===== src/sv/setpoint_slew_generator_defines.svh =====
// Assertion macros for the setpoint slew generator.
`ifndef SETPOINT_SLEW_GENERATOR_DEFINES_SVH
`define SETPOINT_SLEW_GENERATOR_DEFINES_SVH

// same-cycle implication, checked outside reset
`define SSG_ASSERT_IMPL(lbl, ante, cons, msg) \
  lbl: assert property (@(posedge clk) disable iff (rst) (ante) |-> (cons)) else $error(msg);

// next-cycle implication, checked outside reset
`define SSG_ASSERT_NEXT(lbl, ante, cons, msg) \
  lbl: assert property (@(posedge clk) disable iff (rst) (ante) |=> (cons)) else $error(msg);

`endif


===== src/sv/ssg_pkg.sv =====
// Shared types, constants and helpers for the setpoint slew generator.
package ssg_pkg;

  localparam int CORDIC_STEPS_DEF = 16;

  localparam logic [2:0] CMD_COMMAND  = 3'd0;
  localparam logic [2:0] CMD_YAW_TICK = 3'd1;
  localparam logic [2:0] CMD_ALT_TICK = 3'd2;
  localparam logic [2:0] CMD_POS_TICK = 3'd3;
  localparam logic [2:0] CMD_ARM_SENT = 3'd4;

  localparam logic [31:0] CODE_ARM  = 32'd400;
  localparam logic [31:0] CODE_ALT  = 32'd178;
  localparam logic [31:0] CODE_YAW  = 32'd179;
  localparam logic [31:0] CODE_FWD  = 32'd180;
  localparam logic [31:0] CODE_STOP = 32'd181;
  localparam logic [31:0] CODE_GRIP = 32'd187;

  localparam logic [1:0] REG_INIT_ALT = 2'd0;
  localparam logic [1:0] REG_YAW_STEP = 2'd1;
  localparam logic [1:0] REG_ALT_STEP = 2'd2;
  localparam logic [1:0] REG_POS_STEP = 2'd3;

  localparam logic [1:0] GRIP_NONE    = 2'd0;
  localparam logic [1:0] GRIP_OPEN    = 2'd1;
  localparam logic [1:0] GRIP_CLOSE   = 2'd2;
  localparam logic [1:0] GRIP_NEUTRAL = 2'd3;

  localparam logic signed [31:0] Q_ONE       = 32'sd65536;
  localparam logic signed [31:0] Q_MINUS_ONE = -32'sd65536;
  localparam logic signed [35:0] HALF_METRE  = 36'sd32768;
  localparam logic [15:0] TURN_TWELFTH = 16'd5461;
  localparam logic [16:0] YAW_DEADBAND = 17'd104;
  localparam logic signed [32:0] LIN_DEADBAND = 33'sd655;
  localparam logic [33:0] LIN_DEADBAND_U = 34'd655;
  localparam logic [31:0] CORDIC_GAIN = 32'd652032874;

  localparam logic signed [31:0] RST_INIT_ALT = 32'sd196608;
  localparam logic [14:0] RST_YAW_STEP = 15'd546;
  localparam logic [30:0] RST_ALT_STEP = 31'd6554;
  localparam logic [30:0] RST_POS_STEP = 31'd6554;
  localparam logic signed [31:0] RST_GOAL_Z = 32'sd196608;

  typedef struct packed {
    logic [2:0]         cmd;
    logic [31:0]        command_code;
    logic signed [31:0] param_one;
    logic signed [31:0] param_two;
  } item_t;

  typedef struct packed {
    logic signed [31:0] set_x;
    logic signed [31:0] set_y;
    logic signed [31:0] set_z;
    logic [15:0]        set_yaw;
    logic               motion_enabled;
    logic               offboard_request;
    logic               land_request;
    logic [1:0]         gripper_request;
  } res_t;

  function automatic logic signed [31:0] sat32(input logic signed [35:0] v);
    if (v > 36'sd2147483647) return 32'sh7fffffff;
    else if (v < -36'sd2147483648) return 32'sh80000000;
    else return v[31:0];
  endfunction

  // arctangent of 2^-i, 2^32 per turn
  function automatic logic [31:0] atan_val(input logic [4:0] i);
    logic [31:0] a;
    unique case (i)
      5'd0:  a = 32'd536870912;
      5'd1:  a = 32'd316933406;
      5'd2:  a = 32'd167458907;
      5'd3:  a = 32'd85004756;
      5'd4:  a = 32'd42667331;
      5'd5:  a = 32'd21354465;
      5'd6:  a = 32'd10679838;
      5'd7:  a = 32'd5340245;
      5'd8:  a = 32'd2670163;
      5'd9:  a = 32'd1335087;
      5'd10: a = 32'd667544;
      5'd11: a = 32'd333772;
      5'd12: a = 32'd166886;
      5'd13: a = 32'd83443;
      5'd14: a = 32'd41722;
      5'd15: a = 32'd20861;
      5'd16: a = 32'd10430;
      5'd17: a = 32'd5215;
      5'd18: a = 32'd2608;
      5'd19: a = 32'd1304;
      5'd20: a = 32'd652;
      5'd21: a = 32'd326;
      5'd22: a = 32'd163;
      5'd23: a = 32'd81;
      5'd24: a = 32'd41;
      5'd25: a = 32'd20;
      5'd26: a = 32'd10;
      5'd27: a = 32'd5;
      5'd28: a = 32'd3;
      5'd29: a = 32'd1;
      5'd30: a = 32'd1;
      default: a = 32'd0;
    endcase
    return a;
  endfunction

endpackage


===== src/sv/ssg_cordic.sv =====
// Iterative rotation-mode CORDIC: cosine and sine of a 16-bit heading, Q2.30.
module ssg_cordic #(
  parameter int CORDIC_STEPS = ssg_pkg::CORDIC_STEPS_DEF
) (
  input  logic               clk,
  input  logic               rst,
  input  logic               start,
  input  logic [15:0]        heading,
  output logic               done,
  output logic signed [31:0] cos_q,
  output logic signed [31:0] sin_q
);
  import ssg_pkg::*;

  localparam int IW = $clog2(CORDIC_STEPS);

  typedef enum logic [2:0] {
    C_IDLE = 3'b001,
    C_RUN  = 3'b010,
    C_DONE = 3'b100
  } cstate_t;

  cstate_t state;
  logic [IW-1:0] step;
  logic signed [33:0] x, y, xs, ys, nx, ny;
  logic signed [32:0] z, ang;
  logic flip;
  logic [15:0] hf;
  logic hflip;

  // left half-plane headings are folded by pi
  assign hflip = heading[15] ^ heading[14];
  assign hf    = hflip ? (heading ^ 16'h8000) : heading;
  assign xs    = x >>> step;
  assign ys    = y >>> step;
  assign ang   = $signed({1'b0, atan_val(5'(step))});
  assign nx    = -x;
  assign ny    = -y;

  always_ff @(posedge clk) begin
    if (rst) begin
      state <= C_IDLE;
    end else begin
      unique case (state)
        C_IDLE: begin
          if (start) begin
            x     <= $signed({2'b00, CORDIC_GAIN});
            y     <= '0;
            z     <= $signed({hf[15], hf, 16'h0000});
            flip  <= hflip;
            step  <= '0;
            state <= C_RUN;
          end
        end
        C_RUN: begin
          if (!z[32]) begin
            x <= x - ys;
            y <= y + xs;
            z <= z - ang;
          end else begin
            x <= x + ys;
            y <= y - xs;
            z <= z + ang;
          end
          step <= step + 1'b1;
          if (step == IW'(CORDIC_STEPS - 1)) state <= C_DONE;
        end
        C_DONE: state <= C_IDLE;
        default: state <= C_IDLE;
      endcase
    end
  end

  assign done  = (state == C_DONE);
  assign cos_q = flip ? nx[31:0] : x[31:0];
  assign sin_q = flip ? ny[31:0] : y[31:0];

endmodule


===== config.mk =====
export PLATFORM = sky130hd
export DESIGN_NAME = ssg_cordic
export DESIGN_NICKNAME = d
export VERILOG_FILES = /design/src/sv/setpoint_slew_generator_defines.svh /design/src/sv/ssg_pkg.sv /design/src/sv/ssg_cordic.sv
export SDC_FILE = /design/constraint.sdc
export NUM_CORES = 1
export LEC_CHECK = 0
export BUFFER_PORTS_ARGS = -buffer_cell sky130_fd_sc_hd__buf_2
export CAP_MARGIN = 20
export CORE_UTILIZATION = 65
export DETAILED_ROUTE_END_ITERATION = 8
export PLACE_DENSITY = 0.84
export SETUP_SLACK_MARGIN = 0.05
export SLEW_MARGIN = 25
export SYNTH_ARGS = -nofsm -noshare
export SYNTH_HDL_FRONTEND = slang
export SYNTH_SLANG_ARGS = --single-unit

===== constraint.sdc =====
create_clock -name clk -period 14.6 [get_ports clk]
set_input_delay 3.65 -clock clk [delete_from_list [all_inputs] [get_ports clk]]
set_output_delay 3.65 -clock clk [all_outputs]
set_load 0.01 [all_outputs]

==> flow_metrics.env <==
export IMPL_status="finished, final reports clean"
export IMPL_path_common_cell="nand2b_1"
export IMPL_power_density_mw_per_mm2=90.6
export IMPL_grt_total_usage=0.367
export IMPL_grt_pass1_wl_um=79100
export IMPL_worstReg2RegStart="step[1]"
export IMPL_path_class="register to output pin"
export IMPL_grt_overflow=0
export IMPL_critPathCaptureType="output pin"
export IMPL_nets=2195
export IMPL_die_area_mm2=0.0272
export IMPL_slew_headroom=0.332
export IMPL_max_cap_violations=0
export IMPL_antenna_found_initial=0
export IMPL_yosys_area_share_adder=0.0839
export IMPL_die_h_um=165
export IMPL_synth_edf_count=106
export IMPL_crit_path_start="x[8]"
export IMPL_ant_nets=0
export IMPL_reg2reg_slack_ps=7260
export IMPL_cts_buffers=17
export IMPL_cp_slowest_cell="nor4_1"
export IMPL_min_delay_path_class="register to register"
export IMPL_yosys_top_cells_count="212 x nor2_1, 197 x nand2_1, 162 x a21oi_1, 135 x xnor2_1, 133 x o21ai_0"
export IMPL_min_to="state[1]"
export IMPL_synth_area_mm2=0.0173
export IMPL_cts_tree="yes"
export IMPL_post_dp_hpwl_um=34600
export IMPL_synth_fp_nets=2196
export IMPL_grt_util_met3=0.0547
export IMPL_h_tree_depth=4
export IMPL_worst_setup_path_start_kind="register"
export IMPL_antenna_cells=0
export IMPL_die_x_um=165
export IMPL_rows=59
export IMPL_cts_root_buffer="clkbuf_16"
export IMPL_drc=0
export IMPL_sw_frac_of_total=0.389
export IMPL_grt_util_met2=0.634
export IMPL_ys_ff_latch=139
export IMPL_routed_wl_um=49600
export IMPL_cts_resized=0
export IMPL_first_iter_violations=1878
export IMPL_clock_latency_ps=450
export IMPL_path_max_fanout=9
export IMPL_initial_core_util=0.663
export IMPL_synth_xor_area_share=0.115
export IMPL_synth_compound_area_frac=0.206
export IMPL_timing_rr_end="x[32]"
export IMPL_nFillCells=1976
export IMPL_fmax_mhz=134
export IMPL_wl_per_cell_um=20.6
export IMPL_critPathTopFamily="simple AND/OR/NAND/NOR gates"
export IMPL_clkSinkCount=139
export IMPL_synthSimpleGateAreaFrac=0.177
export IMPL_p_int_mw=1.02
export IMPL_seq_area_frac_synth=0.222
export IMPL_synth_ff_type="edfxtp_1"
export IMPL_cp_required_ps=10950
export IMPL_grt_max_degree=84
export IMPL_synth_area_top_cells="edfxtp_1 18%, ha_1 8.0%, xnor2_1 6.8%"
export IMPL_cp_arrival_ps=3830
export IMPL_gp_congestion=0.952
export IMPL_synth_cell_types=82
export IMPL_tightest_slew_ps=996
export IMPL_core_mm2=0.0261
export IMPL_reg2reg_depth=19
export IMPL_drive_gt1_frac=0.129
export IMPL_drv_slew=0
export IMPL_rsz0062_at_grt="no"
export IMPL_holdPathStages=1
export IMPL_syn_inst=2063
export IMPL_finalSetupViolations=0
export IMPL_cp_slowest_stage_delay_ps=800
export IMPL_synth_area_mux_share=0.154
export IMPL_grt_busiest_layer="met2"
export IMPL_synth_top_family_by_area="compound AO/OA/AOI/OAI gates"
export IMPL_first_pass_iters=6
export IMPL_post_route_util=0.704
export IMPL_numPortBuffers=83
export IMPL_holdWs_ps=574
export IMPL_yosysMostFrequentCell="nor2_1"
export IMPL_hold_buffers=0
export IMPL_clkTransAtPathRegs_ps=70
export IMPL_finClkSkew_ps=24.1
export IMPL_synth_area_per_cell_um2=8.37
export IMPL_clock_path_buffers=2
export IMPL_yosysTopAreaCell="edfxtp_1"
export IMPL_period_needed_ps=7480
export IMPL_syn_to_final_growth_pct=6.24
export IMPL_grtUsageMet1=0.425
export IMPL_grt_pass1_vias=15900
export IMPL_hold_viol_final=0
export IMPL_ir_worst_vdd_mv=0.0629
export IMPL_post_route_period_util=0.512
export IMPL_leakage_nw=7.25
export IMPL_synth_top_area_share=0.184
export IMPL_synth_warnings=0
export IMPL_ioPinCount=84
export IMPL_synthArstFlopShare=0
export IMPL_seqPwrFrac=0.294
export IMPL_post_cts_setup_buffers=0
export IMPL_netSwitchingPower_mw=0.647
export IMPL_combPwrFrac=0.416
export IMPL_worst_path_buf_inv=1
export IMPL_setup_tns_ps=0
export IMPL_p_clk_frac=0.290
export IMPL_hold_path_startpoint="state[2]"
export IMPL_viasPerCell=6.86
export IMPL_vias=16500
export IMPL_path_cells="nor4_1 > nand2b_1 > or3b_2 > or2_2 > nand2b_1 > o31ai_1 > xnor2_1 > buf_2"
power groups by stage:
stage / combinational [mW] / clock [mW] / sequential, mW
4_1_cts: 0.677 / 0.481 / 0.487
3_3_place_gp: 0.649 / 0 / 0.494
2_1_floorplan: 0.543 / 0 / 0.477
5_1_grt: 0.761 / 0.495 / 0.490
6_report: 0.691 / 0.483 / 0.489
3_5_place_dp: 0.668 / 0 / 0.495
through the flow:
| step | std cells | total power, mW | instance area [um2] | setup slack [ps] |
|---|---|---|---|---|
| after CTS | 2410 | 1.65 | 18400 | 7160 |
| final | 2410 | 1.66 | 18400 | 7120 |
| after global routing | 2410 | 1.75 | 18400 | 6730 |
| after detailed placement | 2378 | 1.16 | 17700 | 7510 |
| after global placement | 2378 | 1.14 | 17700 | 7620 |
| after floorplan | 2063 | 1.02 | 17300 | 6720 |
worst max path at each step:
stage,to,slack (ps),depth (start not counted)
4_1_cts,cos_q[28],7160,8
6_report,cos_q[28],7120,8
5_1_grt,x[32],6730,22
3_5_place_dp,x[32],7510,20
3_3_place_gp,x[32],7620,19
2_1_floorplan,ang[1],6720,9
logic make-up (layout without fill, tap and decap cells):
group           after synthesis  after routing
flops                       139            139
buf+inv                     173            185
mux                         193            193
compound gates              566            566
xor+xnor                    227            227
fa+ha+maj                   114            114
simple gates                651            651
cells in the final DEF, fill, tap and decap left out, drive strengths merged, types with 43 or more instances in the layout:
| cell | count |
|---|---|
| nor2 | 212 |
| ha | 111 |
| nand2 | 197 |
| a21oi | 162 |
| nor3 | 43 |
| edfxtp | 106 |
| xnor2 | 135 |
| mux2i | 88 |
| xor2 | 92 |
| o21ai | 134 |
| a21o | 44 |
| inv | 56 |
| mux4 | 52 |
| mux2 | 53 |
| buf | 101 |
layout make-up:
| cell class | instances | area (um2) | share of cell area |
|---|---|---|---|
| Sequential cell | 139 | 3840 | 0.209 |
| Tap cell | 335 | 419 | 0.0228 |
| Inverter | 52 | 198 | 0.0108 |
| Timing Repair Buffer | 101 | 551 | 0.0300 |
| Clock inverter | 14 | 186 | 0.0102 |
| Clock buffer | 18 | 429 | 0.0234 |
| Multi-Input combinational cell | 1751 | 12700 | 0.693 |
state kept, by name (all words and copies together), names as in the netlist:
name   cells
z         33
ang       30
x         34
state      3
flip       1
y         34
step       4
routing by layer:
layer / vias up / part of all wire / routed length (um)
met2: 892 / 0.49 / 24100
met1: 7798 / 0.38 / 18700
met4: 0 / 0.059 / 2910
li1: 7627 / - / -
met5: - / 0 / 0
met3: 224 / 0.078 / 3860
(Power assumes the default switching activity.)
