### config.mk
export PLATFORM = sky130hd
export DESIGN_NAME = ssg_pos
export DESIGN_NICKNAME = d
export VERILOG_FILES = /design/src/sv/setpoint_slew_generator_defines.svh /design/src/sv/ssg_pkg.sv /design/src/sv/ssg_pos.sv
export SDC_FILE = /design/constraint.sdc
export NUM_CORES = 2
export LEC_CHECK = 0
export BUFFER_PORTS_ARGS = -buffer_cell sky130_fd_sc_hd__buf_2
export CAP_MARGIN = 10
export CORE_MARGIN = 5
export CORE_UTILIZATION = 50
export CTS_BUF_LIST = sky130_fd_sc_hd__clkbuf_2
export CTS_CLUSTER_DIAMETER = 40
export DETAILED_ROUTE_END_ITERATION = 10
export GPL_TIMING_DRIVEN = 0
export HOLD_SLACK_MARGIN = 0.03
export PLACE_DENSITY = 0.74
export SLEW_MARGIN = 20
export SYNTH_ARGS = -nofsm -noshare
export SYNTH_HDL_FRONTEND = slang
export SYNTH_SLANG_ARGS = --single-unit
### constraint.sdc
create_clock -name clk -period 17.3 [get_ports clk]
set_clock_uncertainty 0.1 [all_clocks]
set_input_delay 3.46 -clock clk [delete_from_list [all_inputs] [get_ports clk]]
set_output_delay 3.46 -clock clk [all_outputs]
set_load 0.05 [all_outputs]
### src/sv/setpoint_slew_generator_defines.svh
// Assertion macros for the setpoint slew generator.
`ifndef SETPOINT_SLEW_GENERATOR_DEFINES_SVH
`define SETPOINT_SLEW_GENERATOR_DEFINES_SVH

// same-cycle implication, checked outside reset
`define SSG_ASSERT_IMPL(lbl, ante, cons, msg) \
  lbl: assert property (@(posedge clk) disable iff (rst) (ante) |-> (cons)) else $error(msg);

// next-cycle implication, checked outside reset
`define SSG_ASSERT_NEXT(lbl, ante, cons, msg) \
  lbl: assert property (@(posedge clk) disable iff (rst) (ante) |=> (cons)) else $error(msg);

`endif

### src/sv/ssg_pkg.sv
// Shared types, constants and helpers for the setpoint slew generator.
package ssg_pkg;

  localparam int CORDIC_STEPS_DEF = 16;

  localparam logic [2:0] CMD_COMMAND  = 3'd0;
  localparam logic [2:0] CMD_YAW_TICK = 3'd1;
  localparam logic [2:0] CMD_ALT_TICK = 3'd2;
  localparam logic [2:0] CMD_POS_TICK = 3'd3;
  localparam logic [2:0] CMD_ARM_SENT = 3'd4;

  localparam logic [31:0] CODE_ARM  = 32'd400;
  localparam logic [31:0] CODE_ALT  = 32'd178;
  localparam logic [31:0] CODE_YAW  = 32'd179;
  localparam logic [31:0] CODE_FWD  = 32'd180;
  localparam logic [31:0] CODE_STOP = 32'd181;
  localparam logic [31:0] CODE_GRIP = 32'd187;

  localparam logic [1:0] REG_INIT_ALT = 2'd0;
  localparam logic [1:0] REG_YAW_STEP = 2'd1;
  localparam logic [1:0] REG_ALT_STEP = 2'd2;
  localparam logic [1:0] REG_POS_STEP = 2'd3;

  localparam logic [1:0] GRIP_NONE    = 2'd0;
  localparam logic [1:0] GRIP_OPEN    = 2'd1;
  localparam logic [1:0] GRIP_CLOSE   = 2'd2;
  localparam logic [1:0] GRIP_NEUTRAL = 2'd3;

  localparam logic signed [31:0] Q_ONE       = 32'sd65536;
  localparam logic signed [31:0] Q_MINUS_ONE = -32'sd65536;
  localparam logic signed [35:0] HALF_METRE  = 36'sd32768;
  localparam logic [15:0] TURN_TWELFTH = 16'd5461;
  localparam logic [16:0] YAW_DEADBAND = 17'd104;
  localparam logic signed [32:0] LIN_DEADBAND = 33'sd655;
  localparam logic [33:0] LIN_DEADBAND_U = 34'd655;
  localparam logic [31:0] CORDIC_GAIN = 32'd652032874;

  localparam logic signed [31:0] RST_INIT_ALT = 32'sd196608;
  localparam logic [14:0] RST_YAW_STEP = 15'd546;
  localparam logic [30:0] RST_ALT_STEP = 31'd6554;
  localparam logic [30:0] RST_POS_STEP = 31'd6554;
  localparam logic signed [31:0] RST_GOAL_Z = 32'sd196608;

  typedef struct packed {
    logic [2:0]         cmd;
    logic [31:0]        command_code;
    logic signed [31:0] param_one;
    logic signed [31:0] param_two;
  } item_t;

  typedef struct packed {
    logic signed [31:0] set_x;
    logic signed [31:0] set_y;
    logic signed [31:0] set_z;
    logic [15:0]        set_yaw;
    logic               motion_enabled;
    logic               offboard_request;
    logic               land_request;
    logic [1:0]         gripper_request;
  } res_t;

  function automatic logic signed [31:0] sat32(input logic signed [35:0] v);
    if (v > 36'sd2147483647) return 32'sh7fffffff;
    else if (v < -36'sd2147483648) return 32'sh80000000;
    else return v[31:0];
  endfunction

  // arctangent of 2^-i, 2^32 per turn
  function automatic logic [31:0] atan_val(input logic [4:0] i);
    logic [31:0] a;
    unique case (i)
      5'd0:  a = 32'd536870912;
      5'd1:  a = 32'd316933406;
      5'd2:  a = 32'd167458907;
      5'd3:  a = 32'd85004756;
      5'd4:  a = 32'd42667331;
      5'd5:  a = 32'd21354465;
      5'd6:  a = 32'd10679838;
      5'd7:  a = 32'd5340245;
      5'd8:  a = 32'd2670163;
      5'd9:  a = 32'd1335087;
      5'd10: a = 32'd667544;
      5'd11: a = 32'd333772;
      5'd12: a = 32'd166886;
      5'd13: a = 32'd83443;
      5'd14: a = 32'd41722;
      5'd15: a = 32'd20861;
      5'd16: a = 32'd10430;
      5'd17: a = 32'd5215;
      5'd18: a = 32'd2608;
      5'd19: a = 32'd1304;
      5'd20: a = 32'd652;
      5'd21: a = 32'd326;
      5'd22: a = 32'd163;
      5'd23: a = 32'd81;
      5'd24: a = 32'd41;
      5'd25: a = 32'd20;
      5'd26: a = 32'd10;
      5'd27: a = 32'd5;
      5'd28: a = 32'd3;
      5'd29: a = 32'd1;
      5'd30: a = 32'd1;
      default: a = 32'd0;
    endcase
    return a;
  endfunction

endpackage

### src/sv/ssg_pos.sv
// Position step unit: distance by bit-serial square root, per-axis step by restoring divide.
module ssg_pos (
  input  logic               clk,
  input  logic               rst,
  input  logic               start,
  input  logic signed [31:0] cur_x,
  input  logic signed [31:0] cur_y,
  input  logic signed [31:0] goal_x,
  input  logic signed [31:0] goal_y,
  input  logic [30:0]        pos_step,
  output logic               done,
  output logic               upd,
  output logic signed [31:0] new_x,
  output logic signed [31:0] new_y
);
  import ssg_pkg::*;

  typedef enum logic [10:0] {
    P_IDLE = 11'b00000000001,
    P_SQX  = 11'b00000000010,
    P_SQY  = 11'b00000000100,
    P_SUM  = 11'b00000001000,
    P_ROOT = 11'b00000010000,
    P_CHK  = 11'b00000100000,
    P_MUL  = 11'b00001000000,
    P_DLD  = 11'b00010000000,
    P_DIV  = 11'b00100000000,
    P_APP  = 11'b01000000000,
    P_DONE = 11'b10000000000
  } pstate_t;

  pstate_t state;
  logic signed [31:0] cx, cy, gx, gy;
  logic signed [32:0] ex, ey;
  logic [32:0] nex, ney;
  logic negx, negy, sh, axis;
  logic [31:0] ax, ay, mag;
  logic [30:0] bx, by;
  logic [31:0] mul_a, mul_b;
  logic [63:0] mul_p;
  logic [62:0] prod, acc, v, r, bitm, r_try;
  logic [33:0] span, dist_n, rem, num, q;
  logic [34:0] t;
  logic [5:0] cnt;
  logic signed [35:0] wide_cur, moved;

  assign ex  = $signed({goal_x[31], goal_x}) - $signed({cur_x[31], cur_x});
  assign ey  = $signed({goal_y[31], goal_y}) - $signed({cur_y[31], cur_y});
  assign nex = -ex;
  assign ney = -ey;

  assign bx = sh ? ax[31:1] : ax[30:0];
  assign by = sh ? ay[31:1] : ay[30:0];
  assign mag = axis ? ay : ax;

  // one shared multiplier for the squares and the step products
  always_comb begin
    unique case (state)
      P_SQX:   begin mul_a = {1'b0, bx}; mul_b = {1'b0, bx}; end
      P_SQY:   begin mul_a = {1'b0, by}; mul_b = {1'b0, by}; end
      default: begin mul_a = mag;        mul_b = {1'b0, pos_step}; end
    endcase
  end
  assign mul_p = mul_a * mul_b;

  assign r_try  = r + bitm;
  assign dist_n = sh ? {r[32:0], 1'b0} : {1'b0, r[32:0]};
  assign t      = {rem, num[33]};

  assign wide_cur = axis ? {{4{cy[31]}}, cy} : {{4{cx[31]}}, cx};
  assign moved = (axis ? negy : negx) ? (wide_cur - $signed({2'b00, q}))
                                      : (wide_cur + $signed({2'b00, q}));

  always_ff @(posedge clk) begin
    if (rst) begin
      state <= P_IDLE;
      upd   <= 1'b0;
    end else begin
      unique case (state)
        P_IDLE: begin
          if (start) begin
            cx    <= cur_x;
            cy    <= cur_y;
            gx    <= goal_x;
            gy    <= goal_y;
            negx  <= ex[32];
            negy  <= ey[32];
            ax    <= ex[32] ? nex[31:0] : ex[31:0];
            ay    <= ey[32] ? ney[31:0] : ey[31:0];
            sh    <= (ex[32] ? nex[31] : ex[31]) | (ey[32] ? ney[31] : ey[31]);
            axis  <= 1'b0;
            upd   <= 1'b0;
            state <= P_SQX;
          end
        end
        P_SQX: begin
          prod  <= mul_p[62:0];
          state <= P_SQY;
        end
        P_SQY: begin
          acc   <= prod;
          prod  <= mul_p[62:0];
          state <= P_SUM;
        end
        P_SUM: begin
          v     <= acc + prod;
          r     <= '0;
          bitm  <= {1'b1, 62'd0};
          cnt   <= '0;
          state <= P_ROOT;
        end
        P_ROOT: begin
          if (v >= r_try) begin
            v <= v - r_try;
            r <= (r >> 1) + bitm;
          end else begin
            r <= r >> 1;
          end
          bitm <= bitm >> 2;
          cnt  <= cnt + 1'b1;
          if (cnt == 6'd31) state <= P_CHK;
        end
        P_CHK: begin
          span <= dist_n;
          if (dist_n <= LIN_DEADBAND_U) begin
            state <= P_DONE;
          end else if ({3'b000, pos_step} >= dist_n) begin
            new_x <= gx;
            new_y <= gy;
            upd   <= 1'b1;
            state <= P_DONE;
          end else begin
            state <= P_MUL;
          end
        end
        P_MUL: begin
          prod  <= mul_p[62:0];
          state <= P_DLD;
        end
        P_DLD: begin
          // quotient stays below 2^34, so the top bits are already below the distance
          rem   <= {5'd0, prod[62:34]};
          num   <= prod[33:0];
          q     <= '0;
          cnt   <= '0;
          state <= P_DIV;
        end
        P_DIV: begin
          if (t >= {1'b0, span}) begin
            rem <= 34'(t - {1'b0, span});
            q   <= {q[32:0], 1'b1};
          end else begin
            rem <= t[33:0];
            q   <= {q[32:0], 1'b0};
          end
          num <= {num[32:0], 1'b0};
          cnt <= cnt + 1'b1;
          if (cnt == 6'd33) state <= P_APP;
        end
        P_APP: begin
          if (axis) begin
            new_y <= sat32(moved);
            upd   <= 1'b1;
            state <= P_DONE;
          end else begin
            new_x <= sat32(moved);
            axis  <= 1'b1;
            state <= P_MUL;
          end
        end
        P_DONE: state <= P_IDLE;
        default: state <= P_IDLE;
      endcase
    end
  end

  assign done = (state == P_DONE);

endmodule

==> load_flow_metrics.sql <==
INSERT INTO impl_metrics (metric_group, metric, value, unit) VALUES
('critical_path', 'worst_path_max_delay_cell', 'sky130_fd_sc_hd__clkbuf_1', ''),
('yosys', 'synthCells', '8515', ''),
('outcome', 'outcome', 'completed', ''),
('clock_network', 'cts_made_buffers', '186', ''),
('timing', 'tightest_slew', '1.32', 'ns'),
('route', 'routed-wl-met3', '38700', 'microns'),
('critical_path', 'worstPathArrival', '14.90', 'ns'),
('floorplan', 'core_region_area', '158000', 'sq um'),
('yosys', 'synth.yosys.seq_area_share', '26.2', '%'),
('route', 'met1_wl', '127000', 'microns'),
('cells_and_area', 'fill_cells', '14500', ''),
('clock_network', 'tritoncts', 'yes', ''),
('clock_network', 'cts_sinks', '698', ''),
('route', 'antenna_violating_nets_post_route', '0', ''),
('yosys', 'synthesized_net_count', '10200', ''),
('job', 'max_cap_viol_count', '0', ''),
('critical_path', 'worstPathBufferInverterCount', '10', ''),
('clock_network', 'post_cts_hold_buffer_count', '0', ''),
('critical_path', 'cpLargestDelayFamily', 'adder cells', ''),
('timing', 'timing_limited_maximum_frequency', '73.4', 'MHz'),
('route', 'initialDrtViolationCount', '7207', ''),
('yosys', 'syn_area', '79600', 'sq um'),
('cells_and_area', 'post_route_cells_drive_above_1_share', '8.69', '%'),
('floorplan', 'die_h', '409', 'microns'),
('yosys', 'yosys_warnings', '0', ''),
('route', 'drt_drc_violations_left', '0', ''),
('clock_network', 'clock_tree.root_cell', 'sky130_fd_sc_hd__clkbuf_2', ''),
('clock_network', 'cts_setup_buffers', '0', ''),
('critical_path', 'crit_required', '18.57', 'ns'),
('critical_path', 'cp_max_fo', '10', ''),
('yosys', 'synth_edf_count', '686', ''),
('clock_network', 'clock_insertion_delay_worst_skew', '1.68', 'ns'),
('floorplan', 'start_util', '50.3', '%'),
('floorplan', 'num_rows', '146', ''),
('floorplan', 'fp.dieArea', '167000', 'sq um'),
('cells_and_area', 'layout.cells.most_common', 'sky130_fd_sc_hd__inv_1', ''),
('clock_network', 'clk_pin_slew', '0.10', 'ns'),
('cells_and_area', 'final_core_util', '54.6', '%'),
('critical_path', 'category_of_the_most_critical_setup_path', 'flip-flop to flip-flop', ''),
('grt', 'grt_max_degree', '30', ''),
('clock_network', 'htreeDepth', '4', ''),
('grt', 'first_global_vias', '68300', ''),
('timing', 'drv_slew', '0', ''),
('cells_and_area', 'fin_nets', '10600', ''),
('grt', 'grt_overflow_total', '0', ''),
('placement', 'buffer_ports.inserted', '226', ''),
('route', 'topRoutingLayerUsed', 'met5', ''),
('route', 'number_of_vias_after_detailed_routing', '68700', ''),
('yosys', 'synthesis.area_per_instance', '9.35', 'sq um'),
('timing', 'rsz_0062_raised_after_global_routing', 'false', ''),
('placement', 'placer_s_final_routability_congestion_estimate', '1.07', ''),
('clock_network', 'post_cts.resized_instances', '0', ''),
('clock_network', 'cts_max_path_buffers', '3', ''),
('timing', 'hold_viol_final', '0', ''),
('yosys', 'post_synth_num_cell_types', '92', ''),
('placement', 'number_of_cells_in_the_design_after_placement', '10900', ''),
('timing', 'max_slew_margin', '12.3', '%'),
('min_path', 'hold_class', 'flip-flop to flip-flop', ''),
('route', 'dr_wl_met2', '140000', 'microns'),
('timing', 'final-setup-viol-count', '0', ''),
('critical_path', 'crit_path_start_kind', 'flip-flop', ''),
('route', 'routedWlPerCell', '29.0', 'microns'),
('critical_path', 'cp_common_cell', 'sky130_fd_sc_hd__fa_1', ''),
('floorplan', 'io_pins', '228', ''),
('route', 'wl', '326000', 'microns'),
('placement', 'detailed_place_hpwl', '267000', 'microns'),
('cells_and_area', 'seqCellArea', '20800', 'sq um'),
('cells_and_area', 'multiInputGateArea', '53400', 'sq um'),
('cells_and_area', 'area_growth_syn_to_layout', '8.56', '%'),
('route', 'detailedRoute.firstPassIterationCount', '7', ''),
('grt', 'gr-usage-all-layers', '38.3', '%');
## per-layer routing
| metal | GRT usage (%) | vias up |
|---|---|---|
| met4 | 20.1 | 18 |
| met3 | 13.2 | 813 |
| li1 | - | 29800 |
| met1 | 48.9 | 34100 |
| met5 | 0 | - |
| met2 | 57.6 | 3965 |
## path summary, 6_finish.rpt
check	startpoint	end	slack, ns	cells past startpoint
min	num[8]	num[9]	0.36	2
max reg2reg	state[7]	prod[62]	3.67	39
min reg2reg	num[8]	num[9]	0.36	2
max	state[7]	prod[62]	3.67	39
## registers in the layout, summed over array words and instances, names as in the netlist, 6 cells and up
| name | cells |
|---|---|
| rem | 34 |
| cy | 32 |
| new_y | 32 |
| cnt | 6 |
| span | 34 |
| cx | 32 |
| gx | 32 |
| prod | 63 |
| bitm | 32 |
| q | 34 |
| acc | 63 |
| gy | 32 |
| v | 63 |
| new_x | 32 |
| num | 34 |
| ax | 32 |
| state | 11 |
| r | 63 |
| ay | 32 |
## worst min-delay path, cell delays in order, from the launching register on
cell and delay (ns):
sky130_fd_sc_hd__edfxtp_1 0.34, sky130_fd_sc_hd__nand2_1 0.05, sky130_fd_sc_hd__nand2_1 0.05
## kinds of logic (layout without fill, tap and decap cells)
group / count (synthesis) / count (layout) / share of synthesized area, %
fa+ha+maj: 1486 / 1486 / 31.6
compound gates: 1718 / 1718 / 13.9
mux: 149 / 149 / 1.98
other cells: 0 / 19 / 0
xor+xnor: 492 / 492 / 5.41
buf+inv: 1477 / 2090 / 7.02
simple gates: 2495 / 2495 / 13.9
flops: 698 / 698 / 26.2
## through the flow
step | instance area (sq um) | hold WS (ns) | setup slack (ns) | setup TNS [ns]
floorplan | 79600 | 0.348 | 3.50 | 0
global placement | 83300 | 0.375 | -0.991 | -61.58
detailed placement | 84400 | 0.382 | 3.38 | 0
CTS | 86300 | 0.348 | 4.07 | 0
global route | 86400 | 0.370 | 3.45 | 0
finish | 86400 | 0.364 | 3.67 | 0
## cells in the mapped netlist (21+ instances only)
master / number / share of area (%)
sky130_fd_sc_hd__inv_1: 1093 / 5.2
sky130_fd_sc_hd__nand2_1: 1038 / 4.9
sky130_fd_sc_hd__fa_1: 872 / 22
sky130_fd_sc_hd__nor2_1: 756 / 3.6
sky130_fd_sc_hd__edfxtp_1: 686 / 26
sky130_fd_sc_hd__ha_1: 614 / 9.7
sky130_fd_sc_hd__a21oi_1: 464 / 2.9
sky130_fd_sc_hd__o21ai_0: 356 / 2.2
sky130_fd_sc_hd__clkbuf_1: 341 / 1.6
sky130_fd_sc_hd__xnor2_1: 292 / 3.2
sky130_fd_sc_hd__a21o_1: 229 / 2.2
sky130_fd_sc_hd__xor2_1: 200 / 2.2
sky130_fd_sc_hd__and2_1: 124 / 0.97
sky130_fd_sc_hd__a31oi_1: 104 / 0.82
sky130_fd_sc_hd__nand3_1: 87 / 0.55
sky130_fd_sc_hd__nand4_1: 85 / 0.67
sky130_fd_sc_hd__mux2i_1: 83 / 1.0
sky130_fd_sc_hd__nor2b_1: 80 / 0.63
sky130_fd_sc_hd__o21bai_1: 79 / 0.75
sky130_fd_sc_hd__nor3_1: 71 / 0.45
sky130_fd_sc_hd__mux2_2: 66 / 0.93
sky130_fd_sc_hd__a221o_1: 65 / 0.82
sky130_fd_sc_hd__a211oi_1: 57 / 0.54
sky130_fd_sc_hd__nand2b_1: 56 / 0.44
sky130_fd_sc_hd__o21a_1: 56 / 0.53
sky130_fd_sc_hd__and3_1: 50 / 0.39
sky130_fd_sc_hd__or3_1: 35 / 0.28
sky130_fd_sc_hd__a22oi_1: 33 / 0.31
sky130_fd_sc_hd__o31ai_1: 33 / 0.31
sky130_fd_sc_hd__o211ai_1: 27 / 0.25
sky130_fd_sc_hd__buf_1: 23 / 0.11
sky130_fd_sc_hd__nor4_1: 22 / 0.17
sky130_fd_sc_hd__o21ai_1: 22 / 0.14
sky130_fd_sc_hd__a31o_2: 21 / 0.23
## area by class of cell
class | count | area share (%)
Multi-Input combinational cell | 6340 | 61.8
Clock inverter | 72 | 0.608
Antenna cell | 19 | 0.0550
Clock buffer | 265 | 1.54
Tap cell | 2072 | 3.00
Sequential cell | 698 | 24.1
Inverter | 1096 | 4.76
Timing Repair Buffer | 276 | 2.35
Buffer | 381 | 1.74
Power is left out: the tool's default activity adds up to more than one toggle a clock period on the data nets, which glitch-free logic cannot reach.
